===== config.mk =====
export PLATFORM = sky130hd
export DESIGN_NAME = i2c_bus_sample_decoder_top
export DESIGN_NICKNAME = d
export VERILOG_FILES = /design/src/hw/rtl/i2cdec_pkg.sv /design/src/hw/rtl/i2c_bus_sample_decoder_top.sv
export SDC_FILE = /design/constraint.sdc
export NUM_CORES = 2
export LEC_CHECK = 0
export ABC_CLOCK_PERIOD_IN_PS = 20600
export BUFFER_PORTS_ARGS = -buffer_cell sky130_fd_sc_hd__buf_4
export CAP_MARGIN = 20
export CORE_AREA = 2 2 324 198
export CTS_CLUSTER_SIZE = 30
export DETAILED_ROUTE_END_ITERATION = 8
export DIE_AREA = 0 0 326 200
export PLACE_DENSITY = 0.72
export SYNTH_ARGS = -nofsm -noshare
export SYNTH_HDL_FRONTEND = slang
export SYNTH_SLANG_ARGS = --single-unit

===== constraint.sdc =====
create_clock -name clk_i -period 20.6 [get_ports clk_i]
set_input_delay 1.03 -clock clk_i [delete_from_list [all_inputs] [get_ports clk_i]]
set_output_delay 1.03 -clock clk_i [all_outputs]
set_load 0.01 [all_outputs]

===== src/hw/rtl/i2cdec_pkg.sv =====
package i2cdec_pkg;

  localparam int unsigned SampleW = 32;
  localparam int unsigned PinsW   = 8;
  localparam int unsigned RunW    = 8;
  localparam int unsigned CodeW   = 4;
  localparam int unsigned LineW   = 4;
  localparam int unsigned CntW    = 4;
  localparam int unsigned CfgIdxW = 2;
  localparam int unsigned CfgDatW = 4;
  localparam int unsigned LastBit = 7;

  // Event codes
  localparam logic [CodeW-1:0] EvStart     = 4'd0;
  localparam logic [CodeW-1:0] EvRepStart  = 4'd1;
  localparam logic [CodeW-1:0] EvStop      = 4'd2;
  localparam logic [CodeW-1:0] EvAck       = 4'd3;
  localparam logic [CodeW-1:0] EvNack      = 4'd4;
  localparam logic [CodeW-1:0] EvReadAddr  = 4'd5;
  localparam logic [CodeW-1:0] EvWriteAddr = 4'd6;
  localparam logic [CodeW-1:0] EvDataRead  = 4'd7;
  localparam logic [CodeW-1:0] EvDataWrite = 4'd8;

  // Register indexes
  localparam logic [CfgIdxW-1:0] RegClockLine  = 2'd0;
  localparam logic [CfgIdxW-1:0] RegDataLine   = 2'd1;
  localparam logic [CfgIdxW-1:0] RegInvert     = 2'd2;
  localparam logic [CfgIdxW-1:0] RegAddrShift  = 2'd3;

  localparam logic [LineW-1:0] ClockLineRst = 4'd1;
  localparam logic [LineW-1:0] DataLineRst  = 4'd2;

  typedef enum logic [1:0] {
    PhStart = 2'd0,
    PhAddr  = 2'd1,
    PhData  = 2'd2,
    PhAck   = 2'd3
  } phase_e;

  typedef struct packed {
    logic [CodeW-1:0]   code;
    logic [7:0]         byte_val;
    logic [SampleW-1:0] span;
    logic [CntW-1:0]    bits;
    logic [SampleW-1:0] start;
    logic               last;
  } result_t;

endpackage


===== src/hw/rtl/i2c_bus_sample_decoder_top.sv =====
// I2C decoder over run-length captures of SCL and SDA.
// Each item passes through the input register before its results are written to the
// result queue; a second result of an item leaves the queue after the first.
// Throughput: one item per cycle while each causes at most one event and the output
// does not stall. The result port drains one event per cycle through a four-entry queue
// while out_stall_i is low. Input stalls while the queue lacks room for two events.
// Asynchronous reset returns decoder state, queue pointers and configuration to defaults.
module i2c_bus_sample_decoder_top (
  input  logic                              clk_i,
  input  logic                              rst_ni,
  input  logic                              cfg_valid_i,
  output logic                              cfg_ready_o,
  input  logic [i2cdec_pkg::CfgIdxW-1:0]    cfg_index_i,
  input  logic [i2cdec_pkg::CfgDatW-1:0]    cfg_data_i,
  input  logic                              in_valid_i,
  output logic                              in_stall_o,
  input  logic [i2cdec_pkg::RunW-1:0]       run_minus_one_i,
  input  logic [i2cdec_pkg::PinsW-1:0]      pins_i,
  input  logic                              first_of_capture_i,
  input  logic                              last_of_capture_i,
  output logic                              out_valid_o,
  input  logic                              out_stall_i,
  output logic [i2cdec_pkg::CodeW-1:0]      event_code_o,
  output logic [7:0]                        byte_value_o,
  output logic [i2cdec_pkg::SampleW-1:0]    span_samples_o,
  output logic [i2cdec_pkg::CntW-1:0]       bits_in_byte_o,
  output logic [i2cdec_pkg::SampleW-1:0]    start_sample_o,
  output logic                              last_result_o
);
  import i2cdec_pkg::*;

  localparam int unsigned QDepth = 4;
  localparam int unsigned QPtrW  = 2;
  localparam int unsigned QCntW  = 3;

  // configuration
  logic [LineW-1:0] clock_line_q, data_line_q;
  logic             invert_q, addr_shift_q;

  // input register
  logic                in_valid_q;
  logic [RunW-1:0]     run_q;
  logic [PinsW-1:0]    pins_q;
  logic                first_q, last_q;

  // decoder state
  phase_e             phase_q, phase_d;
  logic               prev_clk_q, prev_clk_d, prev_dat_q, prev_dat_d;
  logic               pend_q, pend_d, is_read_q, is_read_d, seen_q, seen_d;
  logic [SampleW-1:0] ev_start_q, ev_start_d, ev_end_q, ev_end_d;
  logic [SampleW-1:0] byte_start_q, byte_start_d, sidx_q, sidx_d;
  logic [7:0]         shift_q, shift_d;
  logic [2:0]         bit_idx_q, bit_idx_d;
  logic [CntW-1:0]    bbr_q, bbr_d;
  logic [CodeW-1:0]   pcode_q, pcode_d;

  // result queue
  result_t          queue_q [QDepth];
  logic [QPtrW-1:0] wr_ptr_q, rd_ptr_q;
  logic [QCntW-1:0] count_q;

  result_t     res0, res1;
  logic [1:0]  n_res;
  logic        room, advance, pop, in_accept;

  assign cfg_ready_o = 1'b1;

  always_ff @(posedge clk_i or negedge rst_ni) begin
    if (!rst_ni) begin
      clock_line_q <= ClockLineRst;
      data_line_q  <= DataLineRst;
      invert_q     <= 1'b0;
      addr_shift_q <= 1'b0;
    end else if (cfg_valid_i && cfg_ready_o) begin
      case (cfg_index_i)
        RegClockLine: clock_line_q <= cfg_data_i;
        RegDataLine:  data_line_q  <= cfg_data_i;
        RegInvert:    invert_q     <= cfg_data_i[0];
        RegAddrShift: addr_shift_q <= cfg_data_i[0];
        default: ;
      endcase
    end
  end

  assign pop        = out_valid_o && !out_stall_i;
  // leave space for two events after this cycle's pop
  assign room       = ({1'b0, count_q} - {{QCntW{1'b0}}, pop}) <= (QCntW+1)'(QDepth - 2);
  assign advance    = in_valid_q && room;
  assign in_stall_o = in_valid_q && !advance;
  assign in_accept  = in_valid_i && !in_stall_o;

  always_ff @(posedge clk_i or negedge rst_ni) begin
    if (!rst_ni) begin
      in_valid_q <= 1'b0;
    end else if (!in_stall_o) begin
      in_valid_q <= in_valid_i;
    end
  end

  always_ff @(posedge clk_i) begin
    if (in_accept) begin
      run_q   <= run_minus_one_i;
      pins_q  <= pins_i;
      first_q <= first_of_capture_i;
      last_q  <= last_of_capture_i;
    end
  end

  // one run of the decoder
  always_comb begin
    logic       lines_ok, scl, sda, rise, fall_sda, rise_sda;
    logic [2:0] clk_sel, dat_sel;
    logic [SampleW-1:0] s;
    result_t    r;

    phase_d      = phase_q;
    prev_clk_d   = prev_clk_q;
    prev_dat_d   = prev_dat_q;
    pend_d       = pend_q;
    is_read_d    = is_read_q;
    seen_d       = seen_q;
    ev_start_d   = ev_start_q;
    ev_end_d     = ev_end_q;
    byte_start_d = byte_start_q;
    sidx_d       = sidx_q;
    shift_d      = shift_q;
    bit_idx_d    = bit_idx_q;
    bbr_d        = bbr_q;
    pcode_d      = pcode_q;
    res0         = '0;
    res1         = '0;
    n_res        = 2'd0;
    r            = '0;
    s            = sidx_q;
    rise         = 1'b0;
    fall_sda     = 1'b0;
    rise_sda     = 1'b0;

    lines_ok = (clock_line_q >= 4'd1) && (clock_line_q <= 4'd8) &&
               (data_line_q >= 4'd1) && (data_line_q <= 4'd8);
    clk_sel  = clock_line_q[2:0] - 3'd1;
    dat_sel  = data_line_q[2:0] - 3'd1;
    scl      = pins_q[clk_sel] ^ invert_q;
    sda      = pins_q[dat_sel] ^ invert_q;

    if (lines_ok) begin
      if (first_q) begin
        phase_d      = PhStart;
        pend_d       = 1'b0;
        ev_start_d   = '1;
        ev_end_d     = '1;
        byte_start_d = '1;
        shift_d      = '0;
        bit_idx_d    = '0;
        bbr_d        = '0;
        is_read_d    = 1'b0;
        seen_d       = 1'b0;
        pcode_d      = EvStart;
        sidx_d       = '0;
        prev_clk_d   = scl;
        prev_dat_d   = sda;
      end

      s        = sidx_d;
      rise     = !prev_clk_d && scl;
      fall_sda = prev_dat_d && !sda && scl;
      rise_sda = !prev_dat_d && sda && scl;

      // flush the pending event ahead of whatever this edge starts
      if (pend_d && ((phase_d != PhStart && rise) ||
                     (phase_d == PhData && (fall_sda || rise_sda)))) begin
        res0   = '{code: pcode_d, byte_val: shift_d, span: ev_end_d - ev_start_d,
                   bits: bbr_d, start: ev_start_d, last: 1'b0};
        n_res  = 2'd1;
        bbr_d  = '0;
        shift_d = '0;
        pend_d = 1'b0;
      end

      if ((phase_d == PhAddr || phase_d == PhData) && rise) begin
        shift_d = {shift_d[6:0], sda};
        if (bit_idx_d == 3'd0) byte_start_d = s;
        if (bit_idx_d != 3'(LastBit)) begin
          bit_idx_d = bit_idx_d + 3'd1;
        end else begin
          if (phase_d == PhAddr) begin
            is_read_d = shift_d[0];
            if (addr_shift_q) shift_d = {1'b0, shift_d[7:1]};
            pcode_d = is_read_d ? EvReadAddr : EvWriteAddr;
          end else begin
            pcode_d = is_read_d ? EvDataRead : EvDataWrite;
          end
          bbr_d      = 4'd8;
          ev_start_d = byte_start_d;
          ev_end_d   = s;
          bit_idx_d  = '0;
          phase_d    = PhAck;
          pend_d     = 1'b1;
        end
      end else if ((phase_d == PhStart || phase_d == PhData) && fall_sda) begin
        ev_start_d = s;
        ev_end_d   = s;
        pcode_d    = seen_d ? EvRepStart : EvStart;
        phase_d    = PhAddr;
        bit_idx_d  = '0;
        shift_d    = '0;
        seen_d     = 1'b1;
        pend_d     = 1'b1;
      end else if (phase_d == PhData && rise_sda) begin
        ev_start_d = s;
        ev_end_d   = s;
        phase_d    = PhStart;
        seen_d     = 1'b0;
        r = '{code: EvStop, byte_val: 8'd0, span: '0, bits: bbr_d, start: s, last: 1'b0};
        if (n_res == 2'd0) res0 = r;
        else               res1 = r;
        n_res   = n_res + 2'd1;
        bbr_d   = '0;
        shift_d = '0;
        pend_d  = 1'b0;
        pcode_d = EvStop;
      end else if (phase_d == PhAck && rise) begin
        ev_start_d = s;
        ev_end_d   = s;
        pcode_d    = sda ? EvNack : EvAck;
        phase_d    = PhData;
        pend_d     = 1'b1;
      end else if (phase_d != PhStart) begin
        ev_end_d = ev_end_d + 32'd1;
      end

      prev_clk_d = scl;
      prev_dat_d = sda;
      if (phase_d != PhStart) ev_end_d = ev_end_d + SampleW'(run_q);
      sidx_d = s + SampleW'(run_q) + 32'd1;

      if (last_q && pend_d) begin
        r = '{code: pcode_d, byte_val: shift_d, span: ev_end_d - ev_start_d,
              bits: bbr_d, start: ev_start_d, last: 1'b0};
        if (n_res == 2'd0) res0 = r;
        else               res1 = r;
        n_res   = n_res + 2'd1;
        bbr_d   = '0;
        shift_d = '0;
        pend_d  = 1'b0;
      end

      if (n_res == 2'd2) res1.last = 1'b1;
      else               res0.last = 1'b1;
    end
  end

  always_ff @(posedge clk_i or negedge rst_ni) begin
    if (!rst_ni) begin
      phase_q      <= PhStart;
      prev_clk_q   <= 1'b1;
      prev_dat_q   <= 1'b1;
      pend_q       <= 1'b0;
      is_read_q    <= 1'b0;
      seen_q       <= 1'b0;
      ev_start_q   <= '1;
      ev_end_q     <= '1;
      byte_start_q <= '1;
      sidx_q       <= '0;
      shift_q      <= '0;
      bit_idx_q    <= '0;
      bbr_q        <= '0;
      pcode_q      <= EvStart;
    end else if (advance) begin
      phase_q      <= phase_d;
      prev_clk_q   <= prev_clk_d;
      prev_dat_q   <= prev_dat_d;
      pend_q       <= pend_d;
      is_read_q    <= is_read_d;
      seen_q       <= seen_d;
      ev_start_q   <= ev_start_d;
      ev_end_q     <= ev_end_d;
      byte_start_q <= byte_start_d;
      sidx_q       <= sidx_d;
      shift_q      <= shift_d;
      bit_idx_q    <= bit_idx_d;
      bbr_q        <= bbr_d;
      pcode_q      <= pcode_d;
    end
  end

  // result queue
  always_ff @(posedge clk_i or negedge rst_ni) begin
    if (!rst_ni) begin
      wr_ptr_q <= '0;
      rd_ptr_q <= '0;
      count_q  <= '0;
    end else begin
      if (advance) wr_ptr_q <= wr_ptr_q + QPtrW'(n_res);
      if (pop) rd_ptr_q <= rd_ptr_q + QPtrW'(1);
      count_q <= count_q + (advance ? QCntW'(n_res) : '0) - QCntW'(pop);
    end
  end

  always_ff @(posedge clk_i) begin
    if (advance && n_res != 2'd0) queue_q[wr_ptr_q] <= res0;
    if (advance && n_res == 2'd2) queue_q[wr_ptr_q + QPtrW'(1)] <= res1;
  end

  assign out_valid_o    = count_q != '0;
  assign event_code_o   = queue_q[rd_ptr_q].code;
  assign byte_value_o   = queue_q[rd_ptr_q].byte_val;
  assign span_samples_o = queue_q[rd_ptr_q].span;
  assign bits_in_byte_o = queue_q[rd_ptr_q].bits;
  assign start_sample_o = queue_q[rd_ptr_q].start;
  assign last_result_o  = queue_q[rd_ptr_q].last;

endmodule

==> flow_summary.ini <==
[global_routing]
grt_first_pass_wirelength_um = 186500
grt_max_degree = 76
grt_usage = 0.3848
grt-ovfl-total = 0
grt_pass1_vias = 28240
antenna_found_initial = 4

[routing]
ant_nets = 0
wl_met2_um = 48310
wl_um = 126600
viasPerCell = 6.863
met1Wirelength_um = 51790
vias = 30490
met3_length_um = 20790
drtIter0Drc = 5092
detail_route.first_pass.iterations = 9
wire_per_inst_um = 28.50
routed.top_layer = met5
drc_errors = 0

[clocking]
htreeDepth = 2
cts.sinks = 514
cts_tree = yes
cts_setup_buffers = 0
max-clock-path-buffers = 3
clockRootBuffer = clkbuf_16
ctsResizeCount = 0
clock_latency_ns = 0.66
clk_pin_slew_ns = 0.07
cts_buffers = 49
cts_hold_buf = 0

[pwr]
leakage_nw = 14.55
cellPowerDensity_nw_per_um2 = 151.0
power.total_mw = 5.616
peakVddDrop_v = 0.0001440

[placement]
numPortBuffers = 111
place.gp.congestion = 1.093
place_ws_ns = 11.23
hpwlAfterDp_um = 88080

[synthesis]
syn_inst = 3578
synthArstFlopShare = 0.3346
syn_area_per_cell_um2 = 9.492
synth.distinct_cells = 110
yosys_warnings = 0
synth_edf_count = 342
seq_area_frac_synth = 0.4328
ys_ff_latch = 514
syn_nets = 3706
syn_area_um2 = 33960
synth_top_flop_cell = edfxtp_1

[outcome]
status = completed

[critical_path]
start_kind = flip-flop
cp_slowest_cell = o311ai_1
crit_buf_inv = 2
worstSetupEndpointType = flip-flop
worstPathMaxFanout = 15
r2r-end = queue_q[1][64]$_DFFE_PP_
critical-path-max-stage-delay_ns = 0.86
arrival_ns = 10.32
rr_worst_depth = 29
crit_top_cell = ha_1
required_ns = 20.99
critPathTopFamily = compound AO/OA/AOI/OAI gates
timing.rr.start = clock_line_q[0]$_DFFE_PN1P_
cp-startpoint = clock_line_q[0]$_DFFE_PN1P_
critical_path_class = flip-flop to flip-flop
regToRegSetupSlack_ns = 10.67

[cells_and_area]
final_common_cell = nand2_1
drive_above_1_share = 0.1507
final_nets = 3691
fillers = 5274
layout_common_cells = nand2_1 (604), edfxtp_1 (342), nor2_1 (294)
syn_to_final_growth_pct = 9.501
finalCoreUtilization = 0.5989

[floorplan]
start_util = 0.5470
die_w_um = 326
dieArea_um2 = 65200
io_pins = 113
die_h_um = 200
core_um2 = 62100
row_count = 71

[min_path]
hold_path.class = primary input to asynchronous set/reset pin

[timing]
hold_viol_final = 0
fin_ws_ns = 10.67
final_max_slew_viol_count = 0
period_share = 0.4819
min_period_ns = 9.927
worst_pin_slew_ns = 1.263
clock.fmax_mhz = 100.7
rsz0062_at_grt = no
clock_skew_ns = 0.03293
timing.hold.ws_ns = 0.4101
fin_tns_setup_ns = 0
slew_headroom = 0.1583
final-setup-viol-count = 0

[flow_run]
drv_cap = 0
[worst max-delay path by stage]
stage / endpoint / slack (ns) / depth (start not counted)
after floorplan: queue_q[1][0]$_DFFE_PP_ / 8.04 / 32
after global placement: queue_q[0][62]$_DFFE_PP_ / 11.49 / 31
after detailed placement: queue_q[0][62]$_DFFE_PP_ / 11.23 / 31
after CTS: queue_q[0][62]$_DFFE_PP_ / 11.20 / 31
after global routing: queue_q[1][64]$_DFFE_PP_ / 10.56 / 31
final: queue_q[1][64]$_DFFE_PP_ / 10.67 / 29
[cell families (layout without fill, tap and decap cells)]
group                      count (synthesis)  after routing  synth area share
DFF                                      514            514            0.4328
adders and majority gates                101            101           0.03817
muxes                                    268            268            0.1111
AOI/OAI and AO/OA                        929            929            0.1724
and+or+nand+nor                         1306           1306            0.1728
other                                      1              3         0.0001104
xor gates and xnor gates                 130            130           0.03573
buffers and inverters                    329            353           0.03699
[state kept, by name, summed over array words and instances (netlist names), 2 cells and up]
signal	flops
bbr_q	4
bit_idx_q	3
byte_start_q	32
clock_line_q	4
count_q	3
data_line_q	4
ev_end_q	32
ev_start_q	32
pcode_q	4
phase_q	2
pins_q	8
queue_q	324
rd_ptr_q	2
run_q	8
shift_q	8
sidx_q	32
wr_ptr_q	2
[power by group]
part           switching [mW]  total, mW  internal [mW]  leakage, nW
logic                    2.05       3.18           1.13         8.66
registers               0.192       1.49           1.30         5.09
clock network           0.439      0.947          0.508        0.792
[area by class of cell]
class                      count  area, µm²  share of cell area
inverter                      88      330.3            0.008882
multi-input combinational   2735      18170              0.4885
timing repair buffer         175       1325             0.03563
tap                          839       1050             0.02823
sequential                   514      14710              0.3954
clock buffer                  60       1309             0.03519
clock inverter                30      297.8            0.008007
antenna                        2      5.005           0.0001346
[worst reg2reg max path, delay by kind of cell, from the launching register on]
| family | cells | cell delay [ns] |
|---|---|---|
| muxes | 1 | 0.32 |
| buffers and inverters | 2 | 0.17 |
| adders and majority gates | 4 | 1.36 |
| AOI/OAI and AO/OA | 13 | 4.45 |
| DFF | 1 | 0.59 |
| and+or+nand+nor | 7 | 2.11 |
| xor gates and xnor gates | 2 | 0.68 |
[cells in the mapped netlist, types with 63 or more instances]
library cell	n	area [µm²]
mux4_2	84	1892
nand3_1	90	450.4
o21ai_0	274	1371
dfrtp_1	72	1802
nor2_1	296	1111
dfstp_2	100	2628
ha_1	94	1176
nand2_1	606	2275
mux2i_1	167	1672
o22ai_1	72	450.4
xnor2_1	91	797.0
a21oi_1	212	1061
edfxtp_1	342	10270
nor3_1	63	315.3
clkbuf_1	180	675.7
inv_1	87	326.6
[stage by stage]
step	std cells	cell area, µm²
2_1_floorplan	3578	33960
3_3_place_gp	4348	35550
3_5_place_dp	4348	35550
4_1_cts	4438	37160
5_1_grt	4441	37190
6_report	4443	37190
[routing by layer]
layer | track usage | up-vias
met4 | 0.1528 | 4
met5 | 0.001449 | -
met1 | 0.5580 | 14590
met3 | 0.1568 | 368
li1 | - | 13130
met2 | 0.5055 | 2399
No activity file was read; power rests on OpenSTA's default activity.
